$ cat src/sv/assert_macros.svh
// ----------------------------------------------------------------------------
// Assertion macros
// Shared concurrent assertion forms for the RTL of the grow light timer.
// ----------------------------------------------------------------------------
`ifndef ASSERT_MACROS_SVH
`define ASSERT_MACROS_SVH

`ifndef ASSERT_OFF

`define ASSERT_IMPLY(label, clk, rst_n, ante, cons) \
    label: assert property (@(posedge clk) disable iff (!rst_n) (ante) |-> (cons)) \
        else $error("assertion failed");

`define ASSERT_NEXT(label, clk, rst_n, ante, cons) \
    label: assert property (@(posedge clk) disable iff (!rst_n) (ante) |=> (cons)) \
        else $error("assertion failed");

`else

`define ASSERT_IMPLY(label, clk, rst_n, ante, cons)

`define ASSERT_NEXT(label, clk, rst_n, ante, cons)

`endif

`endif

$ cat src/sv/glpt_pkg.sv
// ----------------------------------------------------------------------------
// glpt_pkg
// Types and constants of the grow light PWM and pump timer.
// ----------------------------------------------------------------------------
`default_nettype none

package glpt_pkg;

    localparam int NUM_CHANNELS    = 6;
    localparam int PWM_PERIOD      = 10;
    localparam int DAY_TICKS       = 86400000;
    localparam int SECOND_TICKS    = 1000;
    localparam int HEARTBEAT_TICKS = 2000;

    localparam int TIME_W  = 27;
    localparam int CHAN_W  = 3;
    localparam int DUTY_W  = 4;
    localparam int PUMP_W  = 16;
    localparam int OUT_W   = 6;
    localparam int PHASE_W = $clog2(PWM_PERIOD);
    localparam int SEC_W   = $clog2(SECOND_TICKS);
    localparam int HB_W    = $clog2(HEARTBEAT_TICKS);

    localparam logic [TIME_W-1:0]  DAY_LAST   = TIME_W'(DAY_TICKS - 1);
    localparam logic [PHASE_W-1:0] PHASE_LAST = PHASE_W'(PWM_PERIOD - 1);
    localparam logic [SEC_W-1:0]   SEC_LAST   = SEC_W'(SECOND_TICKS - 1);
    localparam logic [HB_W-1:0]    HB_LAST    = HB_W'(HEARTBEAT_TICKS - 1);

    typedef enum logic [0:0] {
        OP_TICK  = 1'b0,
        OP_WRITE = 1'b1
    } op_t;

    typedef struct packed {
        op_t                operation;
        logic [CHAN_W-1:0]  channel;
        logic               enable;
        logic               auto_mode;
        logic [DUTY_W-1:0]  manual_duty;
        logic [DUTY_W-1:0]  auto_duty;
        logic [TIME_W-1:0]  auto_end_time;
        logic               sunlight;
        logic [PUMP_W-1:0]  pump_seconds;
    } item_t;

    typedef struct packed {
        logic [OUT_W-1:0]   light_levels;
        logic [OUT_W-1:0]   pump_stop;
        logic               heartbeat;
        logic [TIME_W-1:0]  time_of_day;
    } result_t;

endpackage

`default_nettype wire

$ cat src/sv/grow_light_pwm_and_pump_timer.sv
// ----------------------------------------------------------------------------
// grow_light_pwm_and_pump_timer
// Six-channel light PWM and pump countdown timer on a day-wrapping tick count.
// ----------------------------------------------------------------------------
// Input channel item/item_valid/item_ready carries one word: either a
// millisecond tick or a write of one channel's settings. Output channel
// result/result_valid/result_ready returns exactly one word per input word,
// in order: light levels, pump stop pulses, heartbeat and time of day.
// An accepted word is held in an input register and is processed when the
// output register is empty or is being drained; its result is then loaded
// into the output register. One word is taken per cycle for as long as the
// output is drained; all channels are updated together by the per-channel
// logic between the two registers.
// The PWM phase, the second count and the heartbeat count run as separate
// counters beside the time of day, so no division is needed.
// Reset clears the counters and settings, with every channel enabled.
// When the receiver stalls, the result waits in the output register and the
// input register still takes one more word before item_ready drops.
// ----------------------------------------------------------------------------
`default_nettype none

`include "assert_macros.svh"

module grow_light_pwm_and_pump_timer
(
    input  wire logic              clk,
    input  wire logic              rst_n,
    input  wire logic              item_valid,
    output logic                   item_ready,
    input  wire glpt_pkg::item_t   item,
    output logic                   result_valid,
    input  wire logic              result_ready,
    output glpt_pkg::result_t      result
);

    import glpt_pkg::*;

    logic                       in_valid_reg;
    item_t                      in_word_reg;
    logic                       result_valid_reg;
    result_t                    result_reg;
    logic                       advance;

    logic [TIME_W-1:0]          tick_count_reg, tick_count_next;
    logic [PHASE_W-1:0]         phase_reg, phase_next;
    logic [SEC_W-1:0]           sec_reg, sec_next;
    logic [HB_W-1:0]            hb_reg, hb_next;

    logic [NUM_CHANNELS-1:0]    enable_reg, enable_next;
    logic [NUM_CHANNELS-1:0]    auto_reg, auto_next;
    logic [NUM_CHANNELS-1:0]    sunlight_reg, sunlight_next;
    logic [NUM_CHANNELS-1:0]    turned_off_reg, turned_off_next;
    logic [NUM_CHANNELS-1:0]    light_reg, light_next;
    logic [DUTY_W-1:0]          manual_duty_reg [NUM_CHANNELS];
    logic [DUTY_W-1:0]          manual_duty_next [NUM_CHANNELS];
    logic [DUTY_W-1:0]          auto_duty_reg [NUM_CHANNELS];
    logic [DUTY_W-1:0]          auto_duty_next [NUM_CHANNELS];
    logic [TIME_W-1:0]          end_time_reg [NUM_CHANNELS];
    logic [TIME_W-1:0]          end_time_next [NUM_CHANNELS];
    logic [PUMP_W-1:0]          countdown_reg [NUM_CHANNELS];
    logic [PUMP_W-1:0]          countdown_next [NUM_CHANNELS];
    logic [DUTY_W-1:0]          auto_target [NUM_CHANNELS];
    logic [NUM_CHANNELS-1:0]    stop_next;
    result_t                    result_next;

    assign advance      = in_valid_reg && (!result_valid_reg || result_ready);
    assign item_ready   = !in_valid_reg || advance;
    assign result_valid = result_valid_reg;
    assign result       = result_reg;

    always_comb
    begin
        for (int k = 0; k < NUM_CHANNELS; k++)
        begin
            auto_target[k] = sunlight_reg[k] ? (auto_duty_reg[k] >> 1) : auto_duty_reg[k];
        end
    end

    always_comb
    begin
        tick_count_next  = tick_count_reg;
        phase_next       = phase_reg;
        sec_next         = sec_reg;
        hb_next          = hb_reg;
        enable_next      = enable_reg;
        auto_next        = auto_reg;
        sunlight_next    = sunlight_reg;
        turned_off_next  = turned_off_reg;
        light_next       = light_reg;
        manual_duty_next = manual_duty_reg;
        auto_duty_next   = auto_duty_reg;
        end_time_next    = end_time_reg;
        countdown_next   = countdown_reg;
        stop_next        = '0;

        if (in_word_reg.operation == OP_WRITE)
        begin
            // Only channels that exist can match, so other channel codes are ignored.
            for (int k = 0; k < NUM_CHANNELS; k++)
            begin
                if (in_word_reg.channel == CHAN_W'(k))
                begin
                    enable_next[k]      = in_word_reg.enable;
                    auto_next[k]        = in_word_reg.auto_mode;
                    manual_duty_next[k] = in_word_reg.manual_duty;
                    auto_duty_next[k]   = in_word_reg.auto_duty;
                    end_time_next[k]    = in_word_reg.auto_end_time;
                    sunlight_next[k]    = in_word_reg.sunlight;
                    countdown_next[k]   = in_word_reg.pump_seconds;
                end
            end
        end
        else
        begin
            if (tick_count_reg >= DAY_LAST)
            begin
                tick_count_next = '0;
                phase_next      = '0;
                sec_next        = '0;
                hb_next         = '0;
            end
            else
            begin
                tick_count_next = tick_count_reg + 1'b1;
                phase_next      = (phase_reg == PHASE_LAST) ? '0 : phase_reg + 1'b1;
                sec_next        = (sec_reg == SEC_LAST) ? '0 : sec_reg + 1'b1;
                hb_next         = (hb_reg == HB_LAST) ? '0 : hb_reg + 1'b1;
            end

            for (int k = 0; k < NUM_CHANNELS; k++)
            begin
                if (enable_reg[k])
                begin
                    if (!auto_reg[k])
                    begin
                        if (manual_duty_reg[k] != '0)
                        begin
                            if (phase_next == '0)
                            begin
                                light_next[k] = 1'b1;
                            end
                            if (phase_next == manual_duty_reg[k])
                            begin
                                light_next[k] = 1'b0;
                            end
                        end
                    end
                    else if (auto_duty_reg[k] != '0 && end_time_reg[k] > tick_count_next)
                    begin
                        if (phase_next == '0)
                        begin
                            light_next[k]      = 1'b1;
                            turned_off_next[k] = 1'b0;
                        end
                        if (phase_next == auto_target[k])
                        begin
                            light_next[k] = 1'b0;
                        end
                    end
                    else if (end_time_reg[k] < tick_count_next && !turned_off_reg[k])
                    begin
                        turned_off_next[k] = 1'b1;
                        light_next[k]      = 1'b0;
                    end
                end
            end

            if (tick_count_next != '0 && sec_next == '0)
            begin
                for (int k = 0; k < NUM_CHANNELS; k++)
                begin
                    if (countdown_reg[k] != '0)
                    begin
                        countdown_next[k] = countdown_reg[k] - 1'b1;
                        stop_next[k]      = (countdown_reg[k] == PUMP_W'(1));
                    end
                end
            end
        end

        result_next.light_levels = OUT_W'(light_next);
        result_next.pump_stop    = OUT_W'(stop_next);
        result_next.heartbeat    = (hb_next != '0);
        result_next.time_of_day  = tick_count_next;
    end

    always_ff @(posedge clk or negedge rst_n)
    begin
        if (!rst_n)
        begin
            in_valid_reg     <= 1'b0;
            result_valid_reg <= 1'b0;
            tick_count_reg   <= '0;
            phase_reg        <= '0;
            sec_reg          <= '0;
            hb_reg           <= '0;
            enable_reg       <= '1;
            auto_reg         <= '0;
            sunlight_reg     <= '0;
            turned_off_reg   <= '0;
            light_reg        <= '0;
            for (int k = 0; k < NUM_CHANNELS; k++)
            begin
                manual_duty_reg[k] <= '0;
                auto_duty_reg[k]   <= '0;
                end_time_reg[k]    <= '0;
                countdown_reg[k]   <= '0;
            end
        end
        else
        begin
            if (item_ready)
            begin
                in_valid_reg <= item_valid;
            end
            if (advance)
            begin
                result_valid_reg <= 1'b1;
                tick_count_reg   <= tick_count_next;
                phase_reg        <= phase_next;
                sec_reg          <= sec_next;
                hb_reg           <= hb_next;
                enable_reg       <= enable_next;
                auto_reg         <= auto_next;
                sunlight_reg     <= sunlight_next;
                turned_off_reg   <= turned_off_next;
                light_reg        <= light_next;
                manual_duty_reg  <= manual_duty_next;
                auto_duty_reg    <= auto_duty_next;
                end_time_reg     <= end_time_next;
                countdown_reg    <= countdown_next;
            end
            else if (result_ready)
            begin
                result_valid_reg <= 1'b0;
            end
        end
    end

    always_ff @(posedge clk)
    begin
        if (item_valid && item_ready)
        begin
            in_word_reg <= item;
        end
        if (advance)
        begin
            result_reg <= result_next;
        end
    end

    `ASSERT_IMPLY(a_tick_in_day, clk, rst_n, 1'b1, tick_count_reg <= DAY_LAST)
    `ASSERT_IMPLY(a_phase_in_period, clk, rst_n, 1'b1, phase_reg <= PHASE_LAST)
    `ASSERT_NEXT(a_write_holds_time, clk, rst_n,
        advance && in_word_reg.operation == OP_WRITE, $stable(tick_count_reg))
    `ASSERT_NEXT(a_stop_on_second, clk, rst_n, advance && stop_next != '0, sec_reg == '0)
    `ASSERT_IMPLY(a_stall_means_full, clk, rst_n, !item_ready, in_valid_reg && result_valid_reg)

endmodule

`default_nettype wire
$ cat config.mk
export PLATFORM = sky130hd
export DESIGN_NAME = grow_light_pwm_and_pump_timer
export DESIGN_NICKNAME = d
export VERILOG_FILES = /design/src/sv/glpt_pkg.sv /design/src/sv/grow_light_pwm_and_pump_timer.sv
export VERILOG_INCLUDE_DIRS = /design/src /design/src/sv
export SDC_FILE = /design/constraint.sdc
export NUM_CORES = 1
export LEC_CHECK = 0
export ABC_AREA = 1
export BUFFER_PORTS_ARGS = -buffer_cell sky130_fd_sc_hd__buf_2
export CORE_MARGIN = 5
export CORE_UTILIZATION = 23
export DETAILED_ROUTE_END_ITERATION = 8
export GPL_TIMING_DRIVEN = 0
export MAX_ROUTING_LAYER = met4
export PLACE_DENSITY = 0.38
export SLEW_MARGIN = 20
export SYNTH_ARGS = -nofsm -noshare
export SYNTH_HDL_FRONTEND = slang
export SYNTH_SLANG_ARGS = --single-unit
$ cat constraint.sdc
create_clock -name clk -period 4.6 [get_ports clk]
set_input_delay 0.69 -clock clk [delete_from_list [all_inputs] [get_ports clk]]
set_output_delay 0.69 -clock clk [all_outputs]
set_load 0.005 [all_outputs]
Yosys cells after proc, flatten, opt, wreduce, memory -nomap -nowiden
Index checks and enable logic that the tools add are counted.
{"block": "totals", "ff_bits": 488}
{"block": "classes", "n_addsub": 10, "magnitude_cmp": 13, "n_eq_ne": 38, "n_mux": 96, "bitwise_logic": 8, "n_reduce_logical": 87}
{"cell": "$mux W16", "count": 12}
{"cell": "$mux W96", "count": 2}
{"cell": "$gt A27 B27 Y1", "count": 6}
{"cell": "$lt A27 B27 Y1", "count": 6}
{"cell": "$eq A16 B1 Y1 const B", "count": 6}
{"cell": "$reduce_bool A16 Y1", "count": 6}
{"cell": "$sub A16 B1 Y16 const B", "count": 6}
{"cell": "$mux W27", "count": 3}
{"cell": "$mux W1", "count": 63}
{"cell": "$eq A4 B4 Y1", "count": 12}
{"cell": "$reduce_bool A4 Y1", "count": 12}
{"cell": "$mux W4", "count": 9}
{"cell": "$reduce_and A6 Y1", "count": 6}
{"cell": "$mux W11", "count": 3}
{"cell": "$mux W10", "count": 3}
{"cell": "$reduce_bool A2 Y1", "count": 14}
{"cell": "$add A27 B1 Y27 const B", "count": 1}
{"cell": "$ge A27 B27 Y1 const B", "count": 1}
{"cell": "$reduce_bool A27 Y1", "count": 1}
{"cell": "$reduce_and A4 Y1", "count": 6}
{"cell": "$reduce_and A3 Y1", "count": 6}
{"cell": "$reduce_or A3 Y1", "count": 6}
{"cell": "$logic_and A1 B1 Y1", "count": 15}
{"cell": "$ne A2 B1 Y1 const B", "count": 7}
{"cell": "other kinds (19)", "count": 40}

Logic depth before layout (Yosys ltp)
Gate-level depths: netlist of the first run.
{"block": "depth", "ltp_word": 11, "mapped_depth": 30, "ltp_nobuf": 28}

Worst setup path after synthesis of the first run
OpenSTA, ideal clock, no wires.
{"block": "synth_timing", "kind": "input port to flip-flop", "start": "in result_ready", "end": "reg turned_off_reg[3]", "setup_ns": 0.130, "t_arrival_ns": 3.272, "setup_slack_ns": 1.198, "stages": 9, "path_cell_list": "inv_1 nand2_1 nand2_1 inv_1 buf_2 clkbuf_1 nand4_1 o21ai_0 o21ai_0"}
{"block": "synth_via", "elab_chain_cells": 3}
{"element": "from (decl)", "line": "grow_light_pwm_and_pump_timer.sv:32", "rtl": "input wire logic result_ready,"}
{"element": "$logic_or A1 B1 Y1", "line": "grow_light_pwm_and_pump_timer.sv:66", "rtl": "assign advance = in_valid_reg && (!result_valid_reg || result_ready);"}
{"element": "$logic_and A1 B1 Y1", "line": "grow_light_pwm_and_pump_timer.sv:66"}
{"element": "via advance", "line": "grow_light_pwm_and_pump_timer.sv:42", "rtl": "logic advance;"}
{"element": "$reduce_and A6 Y1 (no source line)"}
{"element": "to (signal assigned)", "line": "grow_light_pwm_and_pump_timer.sv:226", "rtl": "turned_off_reg <= turned_off_next;"}
{"element": "to (decl)", "line": "grow_light_pwm_and_pump_timer.sv:52", "rtl": "logic [NUM_CHANNELS-1:0] turned_off_reg, turned_off_next;"}
The timed path passes the listed nets, and every way through them passes these cells.
A chain may end at the register's enable or synchronous reset.

Final worst setup path of the first run
{"block": "layout_timing", "start": "reg tick_count_reg[0]", "end": "reg light_reg[1]"}
{"block": "layout_via", "elab_chain_cells": 10}
{"element": "from (decl)", "line": "grow_light_pwm_and_pump_timer.sv:44", "rtl": "logic [TIME_W-1:0] tick_count_reg, tick_count_next;"}
{"element": "from (signal assigned)", "line": "grow_light_pwm_and_pump_timer.sv:219", "rtl": "tick_count_reg <= tick_count_next;"}
{"element": "$add A27 B1 Y27 / $ge A27 B27 Y1 (equally long branches)", "line": "grow_light_pwm_and_pump_timer.sv:124, grow_light_pwm_and_pump_timer.sv:115"}
{"element": "$mux W27 / $mux W4 (equally long branches)", "line": "grow_light_pwm_and_pump_timer.sv:115", "rtl": "if (tick_count_reg >= DAY_LAST)"}
{"element": "$mux W27 / $mux W4 (equally long branches)", "line": "grow_light_pwm_and_pump_timer.sv:96", "rtl": "if (in_word_reg.operation == OP_WRITE)"}
{"element": "$lt A27 B27 Y1 / $logic_not A4 Y1 (equally long branches)", "line": "grow_light_pwm_and_pump_timer.sv:160, grow_light_pwm_and_pump_timer.sv:138, grow_light_pwm_and_pump_timer.sv:150"}
{"element": "$logic_and A1 B1 Y1 / $mux W1 (equally long branches)", "line": "grow_light_pwm_and_pump_timer.sv:160, grow_light_pwm_and_pump_timer.sv:138, grow_light_pwm_and_pump_timer.sv:150"}
{"element": "$mux W1, on equally long branches", "line": "grow_light_pwm_and_pump_timer.sv:160, grow_light_pwm_and_pump_timer.sv:142, grow_light_pwm_and_pump_timer.sv:155"}
{"element": "$mux W1, on equally long branches", "line": "grow_light_pwm_and_pump_timer.sv:148, grow_light_pwm_and_pump_timer.sv:136"}
{"element": "$mux W1 *", "line": "grow_light_pwm_and_pump_timer.sv:134", "rtl": "if (!auto_reg[k])"}
{"element": "$mux W1 *", "line": "grow_light_pwm_and_pump_timer.sv:132", "rtl": "if (enable_reg[k])"}
{"element": "$mux W6 *", "line": "grow_light_pwm_and_pump_timer.sv:96"}
{"element": "via light_next[1]", "line": "grow_light_pwm_and_pump_timer.sv:53", "rtl": "logic [NUM_CHANNELS-1:0] light_reg, light_next;"}
{"element": "to (signal assigned)", "line": "grow_light_pwm_and_pump_timer.sv:227", "rtl": "light_reg <= light_next;"}
{"element": "to (decl)", "line": "grow_light_pwm_and_pump_timer.sv:53"}
The timed path passes the listed nets; every way through them passes the cells marked *. The select of a mux whose other input is x is not followed.

==> qor.txt, run 1 <==
internal power: 0.0118 W
HPWL after DPL: 79,800 microns
Max stage delay on crit path: 0.47 ns
Row Count: 127
reg2reg path depth: 24
status: finished, final reports clean
synthesized area per cell: 7.82 sq um
Min-Delay Path Class: in -> async
hold-fix buffers at CTS: 0
R2R Path End: light_reg[1]
die area: 128,000 sq um
Max FO, Critical Path: 10
layout cell share with drive strength beyond 1: 9.08%
Seq/Total Area, Yosys: 45.8%
Max Clock Freq: 229 MHz
area grow syn2layout: 18.8%
power share of the clock group: 24.0%
Clock Skews: 0.0234 ns
via count: 24,800
Synth cell types: 54
Die H: 357 microns
Sw Share: 43.0%
Final ANT Viol Nets: 0
Final Power: 0.0207 W
part of the power in registers: 34.6%
Setup Viol. Count Final: 0
Hold Violations, Final: 0
# fillers: 13,100
final wirelength: 111,000 microns
root buf cell: clkbuf_16
peak supply drop: 0.341 mV
Max clock buf depth: 3
Leak: 15.2 nW
DP Area: 30,500 sq um
CP dominant cell by count: nand2_1
worst-path cell chain: ha_1 > nand2_2 > nor2_4 > nand3_1 > nor2_1 > nand2_1 > nand3_4 > buf_6 > buf_6 > nor2_4 > clkinvlp_4 > ha_1 > nand4_1 > nor4_4 > a21oi_1 > nand2_1 > nand2_1 > nor2_1 > nor2_1 > nand2_1 > nand3_1 > nand2_1 > nand2_1 > nand2_1
GPL Wtd Cong: 0.859
CTS Sinks: 488
ys flop type: dfrtp_1
nets@finish: 3,988
arrival time at the worst endpoint: 4.97 ns
critical path required time: 5.21 ns
post-synth net total: 3,789
DR pass1 iterations: 5
CP Capture Type: register
GR Overflow Total: 0
Final period util: 94.9%
Worst Tran Pin Value: 1.07 ns
CTS tree: done
# IOs: 104
most common cell after layout, fill and taps aside: nand2_1
CP bufs+invs: 3
DR WL/cell: 20.5 microns
initial drt markers: 1,913
sw power: 0.00889 W
Port Buffers: 103
R2R Setup Slk: 0.24 ns
Pwr per Cell Area: 627 nW/um^2
Mapped Area: 27,800 sq um
synthesized flop and latch total: 488
CP Class: reg -> reg
vias in the first global route: 24,500
max FFs per register: 162
max_cap viols: 0
final instance area: 33,000 sq um
Async S/R FF share, synth: 79.9%
Mapped Cells: 3,548
Slowest cell on crit path: nor4_4
# DRC: 0
Synth Warn #: 0
RSZ-0062 raised after global routing: false
Crit. Startpoint: tick_count_reg[0]
Post-Route Setup TNS: 0 ns
max-slew violations: 0
initial antenna violation count: 4
hold_ws: 0.0213 ns
pin count of the biggest net entering global routing: 87
EDFF count, synth: 98
Vias/cell: 4.59
Core ar.: 120,000 sq um
worst-skew pair later-pin latency: 0.68 ns
GRT Util Overall: 17.7%
first-pass GRT wire length: 163,000 microns
FF-to-FF Start: tick_count_reg[0]
element type at the critical path start: register
most frequent cells in the layout: 1,036 x nand2_1, 398 x o21ai_0, 383 x dfrtp_1
FF/Latch Area: 12,700 sq um
critical path's top delay family: simple AND/OR/NAND/NOR gates
Worst-path clk slew: 0.06 ns
post-route minimum period: 4.36 ns
Logic pwr share: 41.3%
Initial Util: 23.1%
Die W: 357 microns
CTS H-tree lvls: 2
CTS buffer count: 61
max_slew headroom: 28.7%
Multi-input gate area: 13,500 sq um
worst max path at each step:
| stage | to | cells past startpoint |
|---|---|---|
| 2_1_floorplan | turned_off_reg[3] | 9 |
| 3_3_place_gp | countdown_reg[74] | 1 |
| 3_5_place_dp | result[39] | 26 |
| 4_1_cts | result[36] | 24 |
| 5_1_grt | result[36] | 25 |
| 6_report | light_reg[1] | 24 |
final cells by class:
cell class	instances	area share, %
Antenna cell	1	0.00759
Buffer	122	1.82
Clock buffer	79	4.93
Clock inverter	35	1.09
Inverter	320	3.70
Multi-Input combinational cell	2617	41.0
Sequential cell	488	38.6
Tap cell	1612	6.12
Timing Repair Buffer	137	2.76
metal layers:
| metal | vias to the layer above | GRT usage (%) | part of all wire (%) |
|---|---|---|---|
| li1 | 12200 | - | - |
| met1 | 12000 | 25.1 | 50 |
| met2 | 539 | 26.6 | 43 |
| met3 | 145 | 2.32 | 4.3 |
| met4 | 0 | 4.43 | 2.5 |
| met5 | - | - | 0 |
synthesized netlist by cell type, types with 5 or more instances:
master	instances	area, sq um
xnor2_1	15	131
o41ai_1	5	43.8
nor4_1	27	169
a21oi_1	171	856
dfstp_2	6	158
o22ai_1	6	37.5
a31oi_1	10	62.6
nand4_1	51	319
nand2_1	1044	3920
and3_1	5	31.3
nand3_4	6	105
buf_6	14	158
nor2_1	346	1300
clkbuf_1	80	300
o21bai_1	8	60.1
edfxtp_1	98	2940
inv_1	315	1180
o21ai_0	401	2010
dfrtp_1	384	9610
ha_1	179	2240
xor2_1	24	210
buf_1	13	48.8
or2_2	8	50.1
buf_2	15	75.1
o21a_1	5	37.5
nand3_1	215	1080
nand3b_1	7	52.6
nand2_2	7	43.8
nor3_1	42	210
power by group through the flow:
stage | Clock (W) | Combinational [W] | Sequential, W
3_3_place_gp | 0 | 0.00820 | 0.00723
3_5_place_dp | 0 | 0.00828 | 0.00719
5_1_grt | 0.00530 | 0.00981 | 0.00736
6_report | 0.00497 | 0.00854 | 0.00715
2_1_floorplan | 0 | 0.00572 | 0.00683
4_1_cts | 0.00515 | 0.00844 | 0.00714
timing repair:
item	CTS	global route
gates resized for setup	39	34
buffers inserted	6	21
pin swaps	5	8
setup endpoints to repair	18	14
cells by family after synthesis:
kind of cell               Yosys count  share of synthesized area [%]
AOI/OAI and AO/OA                  623                           11.7
DFF                                488                           45.8
xor gates and xnor gates            39                           1.23
and+or+nand+nor                   1775                           26.8
buffers and inverters              443                           6.45
muxes                                1                         0.0361
adders and majority gates          179                           8.07
metrics by stage:
step	setup slack [ns]	utilization [%]	cells
after detailed placement	-1.18	25.4	5270
after global placement	-6.34	25.3	5263
final	0.236	27.5	5411
after global routing	0.00175	27.5	5410
after CTS	0.00138	27.2	5389
after floorplan	1.20	-	3548
(Power assumes the default switching activity.)
==> run 2, diff against run 1 <==
--- a/config.mk
+++ b/config.mk
@@ -8,6 +8,7 @@
 export LEC_CHECK = 0
 export ABC_AREA = 1
 export BUFFER_PORTS_ARGS = -buffer_cell sky130_fd_sc_hd__buf_2
+export CORE_ASPECT_RATIO = 1.75
 export CORE_MARGIN = 5
 export CORE_UTILIZATION = 23
 export DETAILED_ROUTE_END_ITERATION = 8
==> qor.txt, run 2 (synthesis gave the netlist of run 1 again) <==
die area: 128,000 sq um (+0.21%)
worst-skew pair later-pin latency: 0.66 ns (-0.02 ns)
Die W: 273 microns (-24%)
max FFs per register: 162 (unchanged)
CTS H-tree lvls: 2 (unchanged)
CP Class: reg -> reg
max_slew headroom: 29.6% (+0.92 points)
Max Clock Freq: 227 MHz (-0.90%)
initial antenna violation count: 2 (-2)
first-pass GRT wire length: 167,000 microns (+2.0%)
# fillers: 13,100 (-0.34%)
fin util: 27.5% (about the same)
Core ar.: 120,000 sq um (-0.13%)
most frequent cells in the layout: 1,038 x nand2_1, 399 x o21ai_0, 380 x dfrtp_1
DR pass1 iterations: 5 (unchanged)
Port Buffers: 103 (unchanged)
via count: 24,700 (-0.39%)
Initial Util: 23.2% (+0.030 points)
Crit. Startpoint: tick_count_reg[0]
CP Capture Type: register
hold_ws: 0.201 ns (+0.180 ns)
Post-Route Setup TNS: 0 ns (unchanged)
Row Count: 168 (+32%)
Die H: 470 microns (+31%)
R2R Setup Slk: 0.20 ns (-0.04 ns)
vias in the first global route: 24,900 (+1.6%)
status: finished, final reports clean
root buf cell: clkbuf_16
crit path capture: result[39]
GPL Wtd Cong: 0.889 (+3.6%)
final instance area: 32,900 sq um (-0.13%)
Worst-path clk slew: 0.07 ns (about the same)
Multi-input gate area: 13,500 sq um (-0.20%)
CTS buffer count: 56 (-8.2%)
Leak: 15.3 nW (+0.35%)
max_cap viols: 0 (unchanged)
Final period util: 95.7% (+0.86 points)
Final ANT Viol Nets: 0 (unchanged)
reg2reg path depth: 20 (-17%)
initial drt markers: 1,585 (-17%)
peak supply drop: 0.288 mV (-16%)
GR Overflow Total: 0 (unchanged)
DP Area: 30,400 sq um (-0.22%)
max-slew violations: 0 (unchanged)
hold path start: item[24]
critical path required time: 5.00 ns (-0.21 ns)
Final Power: 0.0208 W (+0.78%)
element type at the critical path start: register
GRT Util Overall: 17.8% (+0.12 points)
area grow syn2layout: 18.6%
Hold Violations, Final: 0 (unchanged)
Max FO, Critical Path: 9 (-1)
CTS Sinks: 488 (unchanged)
arrival time at the worst endpoint: 4.81 ns (-0.16 ns)
pin count of the biggest net entering global routing: 84 (-3.4%)
most common cell after layout, fill and taps aside: nand2_1
Min-Delay Path Class: in -> reg
final wirelength: 113,000 microns (+2.1%)
RSZ-0062 raised after global routing: true
Worst Tran Pin Value: 1.05 ns (-0.0235 ns)
HPWL after DPL: 86,200 microns (+8.0%)
FF-to-FF Start: tick_count_reg[0]
FF/Latch Area: 12,700 sq um (about the same)
post-route minimum period: 4.40 ns (+0.0397 ns)
DR WL/cell: 21.3 microns (+3.8%)
# DRC: 0 (unchanged)
Setup Viol. Count Final: 0 (unchanged)
CTS tree: done
Vias/cell: 4.65 (+1.3%)
Max clock buf depth: 3 (unchanged)
Pwr per Cell Area: 632 nW/um^2 (+0.91%)
Clock Skews: 0.0211 ns (-0.00231 ns)
# IOs: 104 (unchanged)
R2R Path End: result[39]
nets@finish: 3,984 (-0.10%)
layout cell share with drive strength beyond 1: 9.32% (+0.23 points)
[run 2: cell types whose count changed in the layout (fill, tap and decap cells not counted), sizes merged]
cell | previous run | this run
clkinvlp | 5 | 6
clkbuf | 158 | 160
dlygate4sd3 | 0 | 1
inv | 319 | 316
clkinv | 24 | 14
[run 2: routing by layer]
layer,vias up,GRT usage [%],routed length [microns]
li1,12100,-,-
met1,11900,19.0,42800
met2,513,33.3,60600
met3,183,1.85,3820
met4,0,7.20,5810
met5,-,-,0
[run 2: report_power, final]
part / internal [W] / switching [W] / total, W
combinational: 0.00310 / 0.00558 / 0.00868
sequential: 0.00591 / 0.00126 / 0.00717
clock: 0.00290 / 0.00207 / 0.00497
[run 2: area by class of cell]
| cell class | count | share of cell area [%] |
|---|---|---|
| diodes | 1 | 0.00760 |
| plain buffers | 122 | 1.81 |
| clock buffers | 81 | 5.07 |
| clock inverters | 23 | 0.908 |
| inverters | 320 | 3.73 |
| multi-input cells | 2617 | 41.0 |
| flip-flops and latches | 488 | 38.6 |
| well taps | 1530 | 5.81 |
| repair buffers | 138 | 3.05 |
[run 2: repair_timing]
item,4_1_cts,5_1_grt
cloned,0,0
endpoints found under the hold margin,17,0
endpoints found under the setup margin,18,15
buffers inserted,21,4
resized for setup,42,31
hold buffers,1,0
pin swaps,10,8
[run 2: how the worst min path moves through the flow]
| stage | end | cells after the start |
|---|---|---|
| final | in_word_reg[24] | 1 |
| after global routing | in_word_reg[24] | 1 |
| after CTS | in_word_reg[24] | 1 |
| after detailed placement | countdown_reg[6] | 2 |
| after global placement | countdown_reg[23] | 2 |
| after floorplan | auto_duty_reg[0] | 0 |
[run 2: metrics by stage]
step | instances | setup WS, ns
finish | 5320 | 0.197
global route | 5320 | -0.0659
CTS | 5315 | -0.00562
detailed placement | 5190 | -1.77
global placement | 5181 | -6.48
floorplan | 3548 | 1.20
[run 2: worst max-delay path, stage by stage, from the launching register on]
cell and delay, ns:
dfrtp_2 0.45, ha_1 0.25, nand2_2 0.12, nor2_4 0.08
nand4_1 0.12, nor2_1 0.07, nor2_1 0.55, nand3_2 0.42
ha_1 0.44, nand4_1 0.34, nand3b_1 0.31, nand3_2 0.16
nand2_1 0.08, nand2_1 0.18, nand2_1 0.13, nor2_1 0.12
nand3_1 0.07, nand2_1 0.07, nand2_1 0.06, nand3_1 0.07
nand2_1 0.05
